===== src/hdl/afr_pkg.sv =====
// Package for the addressed frame receiver: shared types, codes and the CRC step.
// Used by every module of the block; depends on nothing.
package afr_pkg;

  localparam logic [7:0]  FLAG_BYTE = 8'hC0;
  localparam logic [15:0] CRC_POLY  = 16'h1021;
  localparam logic [15:0] CRC_INIT  = 16'hFFFF;
  localparam logic [15:0] CRC_TOP   = 16'h8000;

  localparam int unsigned CFG_INDEX_W = 2;
  localparam logic [CFG_INDEX_W-1:0] CFG_OWN_ADDRESS = 2'd0;
  localparam logic [CFG_INDEX_W-1:0] CFG_SOURCE_A    = 2'd1;
  localparam logic [CFG_INDEX_W-1:0] CFG_SOURCE_B    = 2'd2;

  // Position of a received byte inside the frame, as tracked by the front end.
  typedef enum logic [3:0] {
    PH_IDLE    = 4'd0,
    PH_DEST    = 4'd1,
    PH_SRC     = 4'd2,
    PH_CMD     = 4'd3,
    PH_LEN     = 4'd4,
    PH_PAYLOAD = 4'd5,
    PH_CRC_LO  = 4'd6,
    PH_CRC_HI  = 4'd7,
    PH_END     = 4'd8
  } afr_phase_t;

  // Class of a byte handed to the back end.
  typedef enum logic [2:0] {
    TAG_DEST    = 3'd0,
    TAG_SRC     = 3'd1,
    TAG_CMD     = 3'd2,
    TAG_LEN     = 3'd3,
    TAG_PAYLOAD = 3'd4,
    TAG_CRC_LO  = 3'd5,
    TAG_CRC_HI  = 3'd6,
    TAG_END     = 3'd7
  } afr_tag_t;

  typedef enum logic [2:0] {
    V_OK         = 3'd0,
    V_BAD_END    = 3'd1,
    V_WRONG_DEST = 3'd2,
    V_BAD_SOURCE = 3'd3,
    V_CRC_BAD    = 3'd4
  } afr_verdict_t;

  typedef struct packed {
    afr_tag_t   tag;
    logic [7:0] data;
  } afr_entry_t;

  // One byte of CRC-16 with polynomial 0x1021, most significant bit first.
  function automatic logic [15:0] crc_feed(input logic [15:0] crc, input logic [7:0] b);
    logic [15:0] c;
    c = crc ^ {b, 8'h00};
    for (int i = 0; i < 8; i++) begin
      if ((c & CRC_TOP) != 16'h0000) begin
        c = {c[14:0], 1'b0} ^ CRC_POLY;
      end else begin
        c = {c[14:0], 1'b0};
      end
    end
    return c;
  endfunction

endpackage


===== src/hdl/afr_if.sv =====
// Channel interfaces of the addressed frame receiver: byte input, result output
// and configuration writes. Depends on afr_pkg for the index width.
interface afr_byte_if;
  logic       valid;
  logic       ready;
  logic [7:0] rx_byte;
  modport source (output valid, output rx_byte, input ready);
  modport sink (input valid, input rx_byte, output ready);
endinterface

interface afr_result_if;
  logic       valid;
  logic       ready;
  logic [2:0] verdict;
  logic [7:0] dest_field;
  logic [7:0] source_field;
  logic [7:0] command_code;
  logic [7:0] payload_count;
  modport source (output valid, output verdict, output dest_field, output source_field,
                  output command_code, output payload_count, input ready);
  modport sink (input valid, input verdict, input dest_field, input source_field,
                input command_code, input payload_count, output ready);
endinterface

interface afr_cfg_if
  import afr_pkg::*;
();
  logic                   valid;
  logic                   ready;
  logic [CFG_INDEX_W-1:0] index;
  logic [7:0]             data;
  modport source (output valid, output index, output data, input ready);
  modport sink (input valid, input index, input data, output ready);
endinterface


===== src/hdl/afr_front.sv =====
// Front end: accepts link bytes, tracks the frame position and tags each byte.
// Depends on afr_pkg and afr_if.
module afr_front
  import afr_pkg::*;
(
  input  logic        clk,
  input  logic        rst,
  afr_byte_if.sink    rx,
  output logic        q_valid,
  output afr_entry_t  q_entry,
  input  logic        q_ready
);

  afr_phase_t phase, phase_next;
  logic [7:0] payload_left, payload_left_next;
  logic       accept;

  // Bytes while idle never enter the queue, so they are taken regardless of it.
  assign rx.ready = q_ready || (phase == PH_IDLE);
  assign accept   = rx.valid && rx.ready;
  assign q_valid  = rx.valid && (phase != PH_IDLE);

  always_ff @(posedge clk) begin
    if (rst) begin
      phase        <= PH_IDLE;
      payload_left <= 8'd0;
    end else begin
      phase        <= phase_next;
      payload_left <= payload_left_next;
    end
  end

  always_comb begin
    phase_next        = phase;
    payload_left_next = payload_left;
    q_entry.data      = rx.rx_byte;
    q_entry.tag       = TAG_END;
    unique case (phase)
      PH_IDLE: begin
        if (accept && rx.rx_byte == FLAG_BYTE) begin
          phase_next = PH_DEST;
        end
      end
      PH_DEST: begin
        q_entry.tag = TAG_DEST;
        if (accept) phase_next = PH_SRC;
      end
      PH_SRC: begin
        q_entry.tag = TAG_SRC;
        if (accept) phase_next = PH_CMD;
      end
      PH_CMD: begin
        q_entry.tag = TAG_CMD;
        if (accept) phase_next = PH_LEN;
      end
      PH_LEN: begin
        q_entry.tag = TAG_LEN;
        if (accept) begin
          payload_left_next = rx.rx_byte;
          phase_next = (rx.rx_byte == 8'd0) ? PH_CRC_LO : PH_PAYLOAD;
        end
      end
      PH_PAYLOAD: begin
        q_entry.tag = TAG_PAYLOAD;
        if (accept) begin
          payload_left_next = payload_left - 8'd1;
          if (payload_left == 8'd1) phase_next = PH_CRC_LO;
        end
      end
      PH_CRC_LO: begin
        q_entry.tag = TAG_CRC_LO;
        if (accept) phase_next = PH_CRC_HI;
      end
      PH_CRC_HI: begin
        q_entry.tag = TAG_CRC_HI;
        if (accept) phase_next = PH_END;
      end
      PH_END: begin
        q_entry.tag = TAG_END;
        if (accept) phase_next = PH_IDLE;
      end
      default: begin
        phase_next = PH_IDLE;
      end
    endcase
  end

endmodule


===== src/hdl/afr_queue.sv =====
// Two-entry queue of tagged bytes between the front end and the back end.
// Depends on afr_pkg for the entry type.
module afr_queue
  import afr_pkg::*;
(
  input  logic       clk,
  input  logic       rst,
  input  logic       in_valid,
  input  afr_entry_t in_entry,
  output logic       in_ready,
  output logic       out_valid,
  output afr_entry_t out_entry,
  input  logic       out_ready
);

  afr_entry_t slots [2];
  logic       wr_ptr, rd_ptr;
  logic [1:0] count;
  logic       push, pop;

  assign in_ready  = (count != 2'd2);
  assign out_valid = (count != 2'd0);
  assign out_entry = slots[rd_ptr];
  assign push = in_valid && in_ready;
  assign pop  = out_valid && out_ready;

  always_ff @(posedge clk) begin
    if (rst) begin
      wr_ptr <= 1'b0;
      rd_ptr <= 1'b0;
      count  <= 2'd0;
    end else begin
      if (push) wr_ptr <= ~wr_ptr;
      if (pop) rd_ptr <= ~rd_ptr;
      if (push && !pop) begin
        count <= count + 2'd1;
      end else if (pop && !push) begin
        count <= count - 2'd1;
      end
    end
  end

  always_ff @(posedge clk) begin
    if (push) slots[wr_ptr] <= in_entry;
  end

endmodule


===== src/hdl/afr_back.sv =====
// Back end: runs the CRC, holds the header fields and issues the verdict.
// Depends on afr_pkg and afr_if.
module afr_back
  import afr_pkg::*;
(
  input  logic        clk,
  input  logic        rst,
  input  logic        q_valid,
  input  afr_entry_t  q_entry,
  output logic        q_ready,
  afr_cfg_if.sink     cfg,
  afr_result_if.source res
);

  logic [7:0]   own_address, allowed_source_a, allowed_source_b;
  logic [7:0]   held_dest, held_source, held_command, payload_length;
  logic [15:0]  running_crc, received_crc;
  logic         out_free, pop;
  afr_verdict_t verdict_next;

  assign cfg.ready = 1'b1;
  assign out_free  = !res.valid || res.ready;
  assign q_ready   = (q_entry.tag != TAG_END) || out_free;
  assign pop       = q_valid && q_ready;

  always_ff @(posedge clk) begin
    if (rst) begin
      own_address      <= 8'd0;
      allowed_source_a <= 8'd0;
      allowed_source_b <= 8'd0;
    end else if (cfg.valid) begin
      case (cfg.index)
        CFG_OWN_ADDRESS: own_address      <= cfg.data;
        CFG_SOURCE_A:    allowed_source_a <= cfg.data;
        CFG_SOURCE_B:    allowed_source_b <= cfg.data;
        default: ;
      endcase
    end
  end

  always_comb begin
    priority if (q_entry.data != FLAG_BYTE) begin
      verdict_next = V_BAD_END;
    end else if (held_dest != own_address) begin
      verdict_next = V_WRONG_DEST;
    end else if (held_source != allowed_source_a && held_source != allowed_source_b) begin
      verdict_next = V_BAD_SOURCE;
    end else if (running_crc != received_crc) begin
      verdict_next = V_CRC_BAD;
    end else begin
      verdict_next = V_OK;
    end
  end

  always_ff @(posedge clk) begin
    if (rst) begin
      running_crc    <= CRC_INIT;
      received_crc   <= 16'h0000;
      held_dest      <= 8'd0;
      held_source    <= 8'd0;
      held_command   <= 8'd0;
      payload_length <= 8'd0;
    end else if (pop) begin
      unique case (q_entry.tag)
        TAG_DEST: begin
          held_dest   <= q_entry.data;
          running_crc <= crc_feed(CRC_INIT, q_entry.data);
        end
        TAG_SRC: begin
          held_source <= q_entry.data;
          running_crc <= crc_feed(running_crc, q_entry.data);
        end
        TAG_CMD: begin
          held_command <= q_entry.data;
          running_crc  <= crc_feed(running_crc, q_entry.data);
        end
        TAG_LEN: begin
          payload_length <= q_entry.data;
          running_crc    <= crc_feed(running_crc, q_entry.data);
        end
        TAG_PAYLOAD: running_crc <= crc_feed(running_crc, q_entry.data);
        TAG_CRC_LO:  received_crc <= {8'h00, q_entry.data};
        TAG_CRC_HI:  received_crc <= {q_entry.data, received_crc[7:0]};
        TAG_END: ;
      endcase
    end
  end

  always_ff @(posedge clk) begin
    if (rst) begin
      res.valid <= 1'b0;
    end else if (pop && q_entry.tag == TAG_END) begin
      res.valid <= 1'b1;
    end else if (res.ready) begin
      res.valid <= 1'b0;
    end
  end

  always_ff @(posedge clk) begin
    if (pop && q_entry.tag == TAG_END) begin
      res.verdict       <= verdict_next;
      res.dest_field    <= held_dest;
      res.source_field  <= held_source;
      res.command_code  <= held_command;
      res.payload_count <= payload_length;
    end
  end

endmodule


===== src/hdl/addressed_frame_receiver_crc16.sv =====
// Top level of the addressed frame receiver with CRC-16 check.
// Depends on afr_pkg, afr_if, afr_front, afr_queue and afr_back.
//
//   channel  direction  carries                                   accepted when
//   rx       in         rx_byte                                   rx.valid & rx.ready
//   res      out        verdict, dest/source fields, command,     res.valid & res.ready
//                       payload count
//   cfg      in         register index and data                   cfg.valid & cfg.ready
//
// One byte can be accepted every clock cycle while the queue has room. The front end
// is combinational, so a byte enters the queue at the edge that accepts it and, unless
// the result output stalls, reaches the back end in the next cycle; the verdict is
// registered at the edge where the end byte leaves the queue.
// The queue holds two tagged bytes, so a stalled result output only holds off
// the input once the queue is full; bytes seen while idle are always taken.
// Reset is synchronous and active high; it clears all registers bar queue slots and
// result fields to zero and the CRC to its initial value, and needs no clearing pass.
module addressed_frame_receiver_crc16
  import afr_pkg::*;
(
  input  logic         clk,
  input  logic         rst,
  afr_byte_if.sink     rx,
  afr_result_if.source res,
  afr_cfg_if.sink      cfg
);

  // Tagged bytes from the front end into the queue.
  logic       front_valid, front_ready;
  afr_entry_t front_entry;

  // Tagged bytes from the queue into the back end.
  logic       back_valid, back_ready;
  afr_entry_t back_entry;

  // The front end follows the frame layout, which depends only on the bytes
  // themselves, and tags each byte with its position in the frame.
  afr_front u_front (
    .clk     (clk),
    .rst     (rst),
    .rx      (rx),
    .q_valid (front_valid),
    .q_entry (front_entry),
    .q_ready (front_ready)
  );

  afr_queue u_queue (
    .clk       (clk),
    .rst       (rst),
    .in_valid  (front_valid),
    .in_entry  (front_entry),
    .in_ready  (front_ready),
    .out_valid (back_valid),
    .out_entry (back_entry),
    .out_ready (back_ready)
  );

  // The back end owns the configuration registers, the running CRC and the
  // held header fields, and produces the verdict at the end byte.
  afr_back u_back (
    .clk     (clk),
    .rst     (rst),
    .q_valid (back_valid),
    .q_entry (back_entry),
    .q_ready (back_ready),
    .cfg     (cfg),
    .res     (res)
  );

endmodule


===== src/flat_wrapper.sv =====
// flat-port wrapper written by rule: the top's interface ports become plain ports
module addressed_frame_receiver_crc16_flat import afr_pkg::*;
  (clk, rst, rx_valid, rx_rx_byte, rx_ready, res_valid, res_verdict, res_dest_field, res_source_field, res_command_code, res_payload_count, res_ready, cfg_valid, cfg_index, cfg_data, cfg_ready);
  afr_byte_if rx_i ();
  afr_result_if res_i ();
  afr_cfg_if cfg_i ();
  input  logic clk;
  input  logic rst;
  input wire logic [$bits(rx_i.valid)-1:0] rx_valid;
  input wire logic [$bits(rx_i.rx_byte)-1:0] rx_rx_byte;
  output wire logic [$bits(rx_i.ready)-1:0] rx_ready;
  output wire logic [$bits(res_i.valid)-1:0] res_valid;
  output wire logic [$bits(res_i.verdict)-1:0] res_verdict;
  output wire logic [$bits(res_i.dest_field)-1:0] res_dest_field;
  output wire logic [$bits(res_i.source_field)-1:0] res_source_field;
  output wire logic [$bits(res_i.command_code)-1:0] res_command_code;
  output wire logic [$bits(res_i.payload_count)-1:0] res_payload_count;
  input wire logic [$bits(res_i.ready)-1:0] res_ready;
  input wire logic [$bits(cfg_i.valid)-1:0] cfg_valid;
  input wire logic [$bits(cfg_i.index)-1:0] cfg_index;
  input wire logic [$bits(cfg_i.data)-1:0] cfg_data;
  output wire logic [$bits(cfg_i.ready)-1:0] cfg_ready;
  assign rx_i.valid = rx_valid;
  assign rx_i.rx_byte = rx_rx_byte;
  assign rx_ready = rx_i.ready;
  assign res_valid = res_i.valid;
  assign res_verdict = res_i.verdict;
  assign res_dest_field = res_i.dest_field;
  assign res_source_field = res_i.source_field;
  assign res_command_code = res_i.command_code;
  assign res_payload_count = res_i.payload_count;
  assign res_i.ready = res_ready;
  assign cfg_i.valid = cfg_valid;
  assign cfg_i.index = cfg_index;
  assign cfg_i.data = cfg_data;
  assign cfg_ready = cfg_i.ready;
  addressed_frame_receiver_crc16 u_core (.clk(clk), .rst(rst), .rx(rx_i), .res(res_i), .cfg(cfg_i));
endmodule

===== config.mk =====
export PLATFORM = sky130hd
export DESIGN_NAME = addressed_frame_receiver_crc16_flat
export DESIGN_NICKNAME = d
export VERILOG_FILES = /design/src/hdl/afr_pkg.sv /design/src/hdl/afr_if.sv /design/src/hdl/afr_front.sv /design/src/hdl/afr_queue.sv /design/src/hdl/afr_back.sv /design/src/hdl/addressed_frame_receiver_crc16.sv /design/src/flat_wrapper.sv
export SDC_FILE = /design/constraint.sdc
export NUM_CORES = 1
export LEC_CHECK = 0
export BUFFER_PORTS_ARGS = -buffer_cell sky130_fd_sc_hd__buf_2
export CAP_MARGIN = 20
export CELL_PAD_IN_SITES_DETAIL_PLACEMENT = 0
export CELL_PAD_IN_SITES_GLOBAL_PLACEMENT = 1
export CORE_ASPECT_RATIO = 0.8
export CORE_MARGIN = 2
export CORE_UTILIZATION = 51
export DETAILED_ROUTE_END_ITERATION = 10
export PLACE_DENSITY = 0.89
export SETUP_SLACK_MARGIN = 0.02
export SYNTH_ARGS = -nofsm -noshare
export SYNTH_HDL_FRONTEND = slang
export SYNTH_HIERARCHICAL = 1
export SYNTH_SLANG_ARGS = --single-unit
export TNS_END_PERCENT = 20

===== constraint.sdc =====
create_clock -name clk -period 5 [get_ports clk]
set_input_delay 1 -clock clk [delete_from_list [all_inputs] [get_ports clk]]
set_output_delay 1 -clock clk [all_outputs]
set_load 0.02 [all_outputs]

==> results of run 1 <==
==> cells in the final DEF (no fill, tap or decap), types with 4 or more instances in the layout <==
| master | synthesis | final |
|---|---|---|
| sky130_fd_sc_hd__a211oi_1 | 5 | 5 |
| sky130_fd_sc_hd__a21oi_1 | 63 | 63 |
| sky130_fd_sc_hd__and2_1 | 4 | 4 |
| sky130_fd_sc_hd__and3_1 | 8 | 8 |
| sky130_fd_sc_hd__buf_2 | 26 | 59 |
| sky130_fd_sc_hd__clkbuf_16 | 0 | 18 |
| sky130_fd_sc_hd__dfxtp_1 | 106 | 106 |
| sky130_fd_sc_hd__edfxtp_1 | 57 | 57 |
| sky130_fd_sc_hd__inv_1 | 7 | 7 |
| sky130_fd_sc_hd__mux2_2 | 11 | 11 |
| sky130_fd_sc_hd__mux2i_1 | 25 | 25 |
| sky130_fd_sc_hd__nand2_1 | 102 | 102 |
| sky130_fd_sc_hd__nand2b_1 | 8 | 8 |
| sky130_fd_sc_hd__nand3_1 | 9 | 9 |
| sky130_fd_sc_hd__nand3b_1 | 5 | 5 |
| sky130_fd_sc_hd__nand4_1 | 21 | 21 |
| sky130_fd_sc_hd__nor2_1 | 45 | 44 |
| sky130_fd_sc_hd__nor2b_1 | 5 | 5 |
| sky130_fd_sc_hd__nor3_1 | 8 | 8 |
| sky130_fd_sc_hd__nor3_2 | 6 | 6 |
| sky130_fd_sc_hd__nor4_1 | 8 | 8 |
| sky130_fd_sc_hd__o211ai_1 | 9 | 9 |
| sky130_fd_sc_hd__o21a_1 | 5 | 5 |
| sky130_fd_sc_hd__o21ai_0 | 10 | 10 |
| sky130_fd_sc_hd__xnor2_1 | 59 | 59 |
| sky130_fd_sc_hd__xor2_1 | 20 | 20 |
==> area by class of cell <==
type	count	area (um^2)
Clock inverter	11	88.8
Sequential cell	163	3830
Timing Repair Buffer	62	322
Clock buffer	21	482
Multi-Input combinational cell	502	3330
Tap cell	184	230
Fill cell	1211	6030
Inverter	7	26.3
==> stage by stage <==
stage | setup WS (ns) | instances | power (uW)
finish | 2.32 | 950 | 3950
global placement | 2.36 | 917 | 2670
CTS | 2.24 | 949 | 3960
detailed placement | 2.24 | 917 | 2710
floorplan | 1.83 | 732 | 2520
global route | 2.23 | 950 | 4130
==> power by group through the flow <==
stage / Clock [uW] / Combinational (uW) / Sequential, uW
4_1_cts: 1270 / 1020 / 1670
3_3_place_gp: 0 / 978 / 1690
2_1_floorplan: 0 / 874 / 1640
3_5_place_dp: 0 / 1010 / 1700
6_report: 1250 / 1030 / 1670
5_1_grt: 1320 / 1120 / 1690
==> kinds of logic after synthesis <==
family | Yosys count | synth area share
AOI/OAI and AO/OA | 125 | 0.107
xor gates and xnor gates | 84 | 0.105
adders and majority gates | 3 | 0.00499
buffers and inverters | 67 | 0.0486
DFF | 163 | 0.510
muxes | 36 | 0.0497
other | 1 | 0.000499
and+or+nand+nor | 253 | 0.174
==> Yosys cell counts, drive strengths merged, types with 2 or more instances <==
cell type	instances	area (um^2)
clkbuf	18	70.1
nor4	11	87.6
buf	42	269
edfxtp	57	1710
o22ai	2	12.5
o21bai	2	15.0
nand3	9	45.0
xor2	21	191
ha	3	37.5
o311ai	2	17.5
nor2	46	175
a221oi	3	45.0
o211ai	9	67.6
nand4	21	131
a311oi	2	17.5
nand2	105	407
and3	9	57.6
a21oi	63	315
nand2b	8	50.1
inv	7	26.3
dfxtp	106	2120
nand3b	5	37.5
nor3	14	100
o21ai	14	81.3
mux2	11	124
mux2i	25	250
xnor3	3	67.6
nor4b	4	50.1
or3	3	23.8
nor2b	5	31.3
xnor2	60	533
or4b	2	23.8
o32a	3	30.0
o21a	5	37.5
a211oi	7	62.6
a41oi	2	17.5
a31oi	3	18.8
a21o	2	15.0
and2	4	25.0
==> per-layer routing <==
| metal | GRT usage | up-vias | part of all wire |
|---|---|---|---|
| met1 | 0.308 | 2607 | 0.45 |
| met2 | 0.356 | 203 | 0.47 |
| li1 | - | 2609 | - |
| met5 | 0 | - | 0 |
| met3 | 0.0469 | 27 | 0.059 |
| met4 | 0.0693 | 0 | 0.017 |
==> path summary, 6_finish.rpt <==
kind / from / to / slack, ns / depth (start not counted)
min reg2reg: u_core/u_back/held_command[4] / u_core/u_back/res.command_code[4] / 0.43 / 0
min: u_core/u_back/held_command[4] / u_core/u_back/res.command_code[4] / 0.43 / 0
max: u_core/u_front/phase[0] / rx_ready / 2.32 / 3
max reg2reg: register / u_core/u_back/res.payload_count[0] / 2.44 / 3
==> flow_metrics.env, run 1 <==
export IMPL_largest_reg_flops=22
export IMPL_route_detailed_vias_per_inst=5.73
export IMPL_routed_via_count=5446
export IMPL_clock_root_buffer="sky130_fd_sc_hd__clkbuf_16"
export IMPL_fp_coreArea_um2=14300
export IMPL_grt_pass1_wl_um=27800
export IMPL_power_share_sequential=0.423
export IMPL_synth_lib_cells_used_distinct=71
export IMPL_insertedDiodeCount=0
export IMPL_part_of_the_yosys_area_used_for_sequential_elements=0.510
export IMPL_cp_arrival_ns=1.68
export IMPL_grt_overflow=0
export IMPL_postSynthNetCount=758
export IMPL_drt_iter0_drc=548
export IMPL_cts_sink_count=163
export IMPL_syn2layout_area_growth_pct=10.5
export IMPL_worst_vdd_ir_mv=0.330
export IMPL_place_detailed_hpwl_um=11300
export IMPL_crit_chain="or3_1 > o21bai_1 > buf_2"
export IMPL_grt_antenna_before_repair=0
export IMPL_final_antenna_net_count=0
export IMPL_rsz0062_at_grt="no"
export IMPL_pwr_density_cell_nw_per_um2=476
export IMPL_max_slew_margin_rel=0.295
export IMPL_power_internal_uw=2650
export IMPL_fp_dieW_um=140
export IMPL_io_pin_count=61
export IMPL_setup_worst_path_start_class="register"
export IMPL_timing_critical_path_required_ns=4.00
export IMPL_number_of_global_route_vias_before_repair=5367
export IMPL_ys_dominant_reg_cell="sky130_fd_sc_hd__dfxtp_1"
export IMPL_final_setup_tns_ns=0
export IMPL_switchingPower_uw=1300
export IMPL_timing_max_transition_violations_final=0
export IMPL_cts_htree_levels=4
export IMPL_wl_um=17000
export IMPL_worst_slew_pin_transition_ns=1.06
export IMPL_critical_path_top_delay_family="flip-flops"
export IMPL_cells_after_synthesis=732
export IMPL_postSynthRegisterBits=163
export IMPL_power_switching_fraction=0.330
export IMPL_async_reset_ff_frac=0
export IMPL_cts_resized=0
export IMPL_clk_insertion_delay_late_ns=0.42
export IMPL_die_h_um=113
export IMPL_drcViolationCount=0
export IMPL_num_nets_final=779
export IMPL_tritoncts_buffer_count=17
export IMPL_finalSetupViolCount=0
export IMPL_initial_cell_density_of_the_core=0.524
export IMPL_status="finished clean"
export IMPL_syn_area_um2=7520
export IMPL_timing_worst_setup_path_type="register to primary output"
export IMPL_combinationalPowerShare=0.261
export IMPL_clk_transition_reported_paths_ns=0.07
export IMPL_post_route_period_util=0.535
export IMPL_max_cap_violations=0
export IMPL_portBuffers=59
export IMPL_final_min_clock_period_ns=2.68
export IMPL_cts_setup_buffers=0
export IMPL_postSynthAreaPerCell_um2=10.3
export IMPL_finalClockSkew_ns=0.0102
export IMPL_drt_pass1_iter_count=5
export IMPL_cp_slowest_stage_delay_ns=0.48
export IMPL_p_leak_uw=0.00306
export IMPL_gp_congestion=0.871
export IMPL_clock_tree_from_tritoncts="yes"
export IMPL_fin_util=0.579
export IMPL_power_frac_clock=0.316
export IMPL_maximum_number_of_pins_on_one_net_before_global_route_repair=102
export IMPL_max_clock_freq_mhz=374
export IMPL_cts_max_path_buffers=2
export IMPL_final_hold_violation_count=0
export IMPL_worst_path_max_fanout=17
export IMPL_detail_route_wl_per_cell_um=17.9
export IMPL_std_cell_rows=39
export IMPL_critical_path_endpoint_type="primary output"
export IMPL_max_flop_register="u_core/u_queue/slots"
export IMPL_reg_largest_list="u_core/u_queue/slots (22), u_core/u_back/received_crc (16), u_core/u_back/running_crc (16)"
export IMPL_final_area_um2=8310
export IMPL_synth_enable_flop_cells=57
export IMPL_hp_class="register to register"
export IMPL_cts_hold_repair_buffers=0
export IMPL_globalRouteTotalUtil=0.223
export IMPL_critical_path_n_buffers_inverters=1
export IMPL_hold_slack_final_ns=0.431
export IMPL_crit_path_top_delay_cell="sky130_fd_sc_hd__dfxtp_1"
export IMPL_die_area_um2=15700
export IMPL_drive_gt1_frac=0.175
export IMPL_ys_warn_count=6
export IMPL_detailed_place_area_um2=7730
Note: power is estimated with default switching activity, not from simulation.
==> inputs of run 2 (changes only) <==
--- a/config.mk
+++ b/config.mk
@@ -5,15 +5,16 @@
 export SDC_FILE = /design/constraint.sdc
 export NUM_CORES = 1
 export LEC_CHECK = 0
+export ABC_AREA = 1
 export BUFFER_PORTS_ARGS = -buffer_cell sky130_fd_sc_hd__buf_2
 export CAP_MARGIN = 20
 export CELL_PAD_IN_SITES_DETAIL_PLACEMENT = 0
 export CELL_PAD_IN_SITES_GLOBAL_PLACEMENT = 1
 export CORE_ASPECT_RATIO = 0.8
 export CORE_MARGIN = 2
-export CORE_UTILIZATION = 51
+export CORE_UTILIZATION = 41
 export DETAILED_ROUTE_END_ITERATION = 10
-export PLACE_DENSITY = 0.89
+export PLACE_DENSITY = 0.8
 export SETUP_SLACK_MARGIN = 0.02
 export SYNTH_ARGS = -nofsm -noshare
 export SYNTH_HDL_FRONTEND = slang
==> constraint.sdc (replaced) <==
create_clock -name clk -period 2.34 [get_ports clk]
set_input_delay 0.468 -clock clk [delete_from_list [all_inputs] [get_ports clk]]
set_output_delay 0.468 -clock clk [all_outputs]
set_load 0.02 [all_outputs]
==> flow_metrics.env, run 2 <==
export IMPL_status="finished clean"
export IMPL_layout_common_cells="sky130_fd_sc_hd__nand2_1, sky130_fd_sc_hd__dfxtp_1, sky130_fd_sc_hd__nor2_1, sky130_fd_sc_hd__a21oi_1, sky130_fd_sc_hd__inv_1"
export IMPL_ys_dominant_reg_cell="sky130_fd_sc_hd__dfxtp_1"
export IMPL_yosys_top_cells_count="sky130_fd_sc_hd__nand2_1, sky130_fd_sc_hd__dfxtp_1, sky130_fd_sc_hd__nor2_1"
export IMPL_detail_route_wl_per_cell_um=14.4
export IMPL_cts_hold_repair_buffers=0
export IMPL_ys_warn_count=6
export IMPL_grt_antenna_before_repair=0
export IMPL_r2r_end="u_core/u_back/running_crc[8]"
export IMPL_cts_setup_buffers=0
export IMPL_tritoncts_buffer_count=17
export IMPL_std_cell_rows=44
export IMPL_final_hold_violation_count=0
export IMPL_finalClockSkew_ns=0.0101
export IMPL_place_detailed_hpwl_um=12400
export IMPL_critical_path_endpoint_type="register"
export IMPL_grt_pass1_wl_um=28200
export IMPL_drive_gt1_frac=0.167
export IMPL_postSynthRegisterBits=163
export IMPL_r2r_setup_slack_ns=0.31
export IMPL_holdPathStages=1
export IMPL_max_layer_used="met4"
export IMPL_pwr_density_cell_nw_per_um2=1250
export IMPL_gp_congestion=0.874
export IMPL_cts_max_path_buffers=2
export IMPL_synth_largest_area_cell="sky130_fd_sc_hd__dfxtp_1"
export IMPL_max_clock_freq_mhz=493
export IMPL_num_nets_final=988
export IMPL_io_pin_count=61
export IMPL_clock_root_buffer="sky130_fd_sc_hd__clkbuf_16"
export IMPL_routed_via_count=5943
export IMPL_max_flop_register="u_core/u_queue/slots"
export IMPL_finalSetupViolCount=0
export IMPL_wl_met1_um=8680
export IMPL_die_area_um2=19500
export IMPL_insertedDiodeCount=0
export IMPL_fraction_of_synthesized_cell_area_taken_by_the_top_area_cell_type=0.281
export IMPL_post_synth_top_count_cell="sky130_fd_sc_hd__nand2_1"
export IMPL_clock_tree_from_tritoncts="yes"
export IMPL_synth_area_leaders="sky130_fd_sc_hd__dfxtp_1, sky130_fd_sc_hd__edfxtp_1, sky130_fd_sc_hd__nand2_1, sky130_fd_sc_hd__a21oi_1, sky130_fd_sc_hd__nor2_1"
export IMPL_postSynthAreaPerCell_um2=8.35
export IMPL_worst_slew_pin_transition_ns=0.576
export IMPL_hold_start="rx_rx_byte[1]"
export IMPL_layout_cells_most_common="sky130_fd_sc_hd__nand2_1"
export IMPL_max_cap_violations=0
export IMPL_clk_insertion_delay_late_ns=0.43
export IMPL_cells_after_synthesis=905
export IMPL_cp_arrival_ns=2.34
export IMPL_cts_sink_count=163
export IMPL_syn_area_um2=7560
export IMPL_drcViolationCount=0
export IMPL_initial_cell_density_of_the_core=0.417
export IMPL_cts_htree_levels=4
export IMPL_hold_path_endpoint="u_core/u_queue/slots[0][1]"
export IMPL_maximum_number_of_pins_on_one_net_before_global_route_repair=61
export IMPL_drt_pass1_iter_count=6
export IMPL_timing_max_transition_violations_final=0
export IMPL_grt_overflow=0
export IMPL_max_slew_margin_rel=0.616
export IMPL_fp_dieW_um=156
export IMPL_post_route_period_util=0.867
export IMPL_portBuffers=59
export IMPL_final_antenna_net_count=0
export IMPL_postSynthNetCount=931
export IMPL_wl_um=17400
export IMPL_worst_vdd_ir_mv=0.701
export IMPL_syn2layout_area_growth_pct=13.5
export IMPL_detailed_route_wirelength_on_metal3_um=1070
export IMPL_hp_class="primary input to register"
export IMPL_synth_enable_flop_cells=57
export IMPL_part_of_the_yosys_area_used_for_sequential_elements=0.507
export IMPL_die_h_um=125
export IMPL_route_detailed_vias_per_inst=4.93
export IMPL_clk_transition_reported_paths_ns=0.06
export IMPL_final_min_clock_period_ns=2.03
export IMPL_timing_critical_path_required_ns=2.65
export IMPL_reg2regPathDepth=12
export IMPL_wire_length_on_met2_um=7460
export IMPL_final_setup_tns_ns=0
export IMPL_drt_iter0_drc=507
export IMPL_cts_resized=0
export IMPL_async_reset_ff_frac=0
export IMPL_timing_worst_setup_path_type="register to register"
export IMPL_reg_largest_list="u_core/u_queue/slots (22), u_core/u_back/received_crc (16), u_core/u_back/running_crc (16)"
export IMPL_rsz0062_at_grt="no"
export IMPL_largest_reg_flops=22
export IMPL_setup_worst_path_start_class="register"
export IMPL_synth_lib_cells_used_distinct=42
export IMPL_p_leak_uw=0.00363
export IMPL_globalRouteTotalUtil=0.183
export IMPL_worst_path_max_fanout=8
export IMPL_fp_coreArea_um2=18100
export IMPL_fin_util=0.474
export IMPL_number_of_global_route_vias_before_repair=5539
run 2: cell type report:
cell class              instances  area [um^2]
inverters                      93          353
repair buffers                 73          413
flip-flops and latches        163         3830
multi-input cells             614         3140
fillers                      1751         9530
clock buffers                  17          425
well taps                     230          288
clock inverters                15          125
run 2: logic make-up (layout without fill, tap and decap cells):
logic type	after synthesis	after routing	synth area share
other cells	1	1	0.000496
simple gates	382	382	0.221
compound gates	174	174	0.118
buf+inv	128	198	0.0768
flops	163	163	0.507
mux	11	11	0.0214
fa+ha+maj	3	3	0.00497
xor+xnor	43	43	0.0498
run 2: metal layers:
layer / up-vias / GRT usage
met4: 0 / 0.0448
li1: 3069 / -
met1: 2698 / 0.261
met5: - / 0
met2: 164 / 0.282
met3: 12 / 0.0447
run 2: power breakdown:
| group | switching (uW) | total [uW] | internal [uW] | leakage [uW] |
|---|---|---|---|---|
| combinational | 2700 | 4120 | 1420 | 0.00197 |
| clock | 1210 | 2600 | 1390 | 0.000271 |
| sequential | 457 | 4050 | 3590 | 0.00139 |
run 2: worst max-delay path by stage:
stage                         from                                 to  cells after the start
after floorplan           register  u_core/u_back/res.command_code[0]                      6
after CTS                 register       u_core/u_back/running_crc[6]                     12
after global placement    register       u_core/u_back/running_crc[6]                     12
after detailed placement  register       u_core/u_back/running_crc[6]                     12
after global routing      register       u_core/u_back/running_crc[8]                     12
final                     register       u_core/u_back/running_crc[8]                     12
run 2: critical path, cell delays in order, from the launching register on:
cell	delay, ns
sky130_fd_sc_hd__dfxtp_1	0.43
sky130_fd_sc_hd__buf_4	0.23
sky130_fd_sc_hd__mux2_2	0.42
sky130_fd_sc_hd__inv_1	0.19
sky130_fd_sc_hd__nand2_1	0.07
sky130_fd_sc_hd__nand2_1	0.07
sky130_fd_sc_hd__nand2_1	0.05
sky130_fd_sc_hd__nand2_1	0.10
sky130_fd_sc_hd__nand2_1	0.08
sky130_fd_sc_hd__nand2_1	0.08
sky130_fd_sc_hd__o21ai_0	0.08
sky130_fd_sc_hd__nand2_1	0.07
sky130_fd_sc_hd__nand2_1	0.04
run 2: through the flow:
step,cells,power [uW],instance area (um^2),setup WS (ns),hold slack (ns)
after detailed placement,1173,8200,8030,0.298,0.410
after floorplan,905,7200,7560,0.270,0.403
after global routing,1205,11600,8580,0.0740,0.265
after global placement,1173,8180,8030,0.314,0.410
final,1205,10800,8580,0.312,0.275
after CTS,1205,10800,8580,0.292,0.256
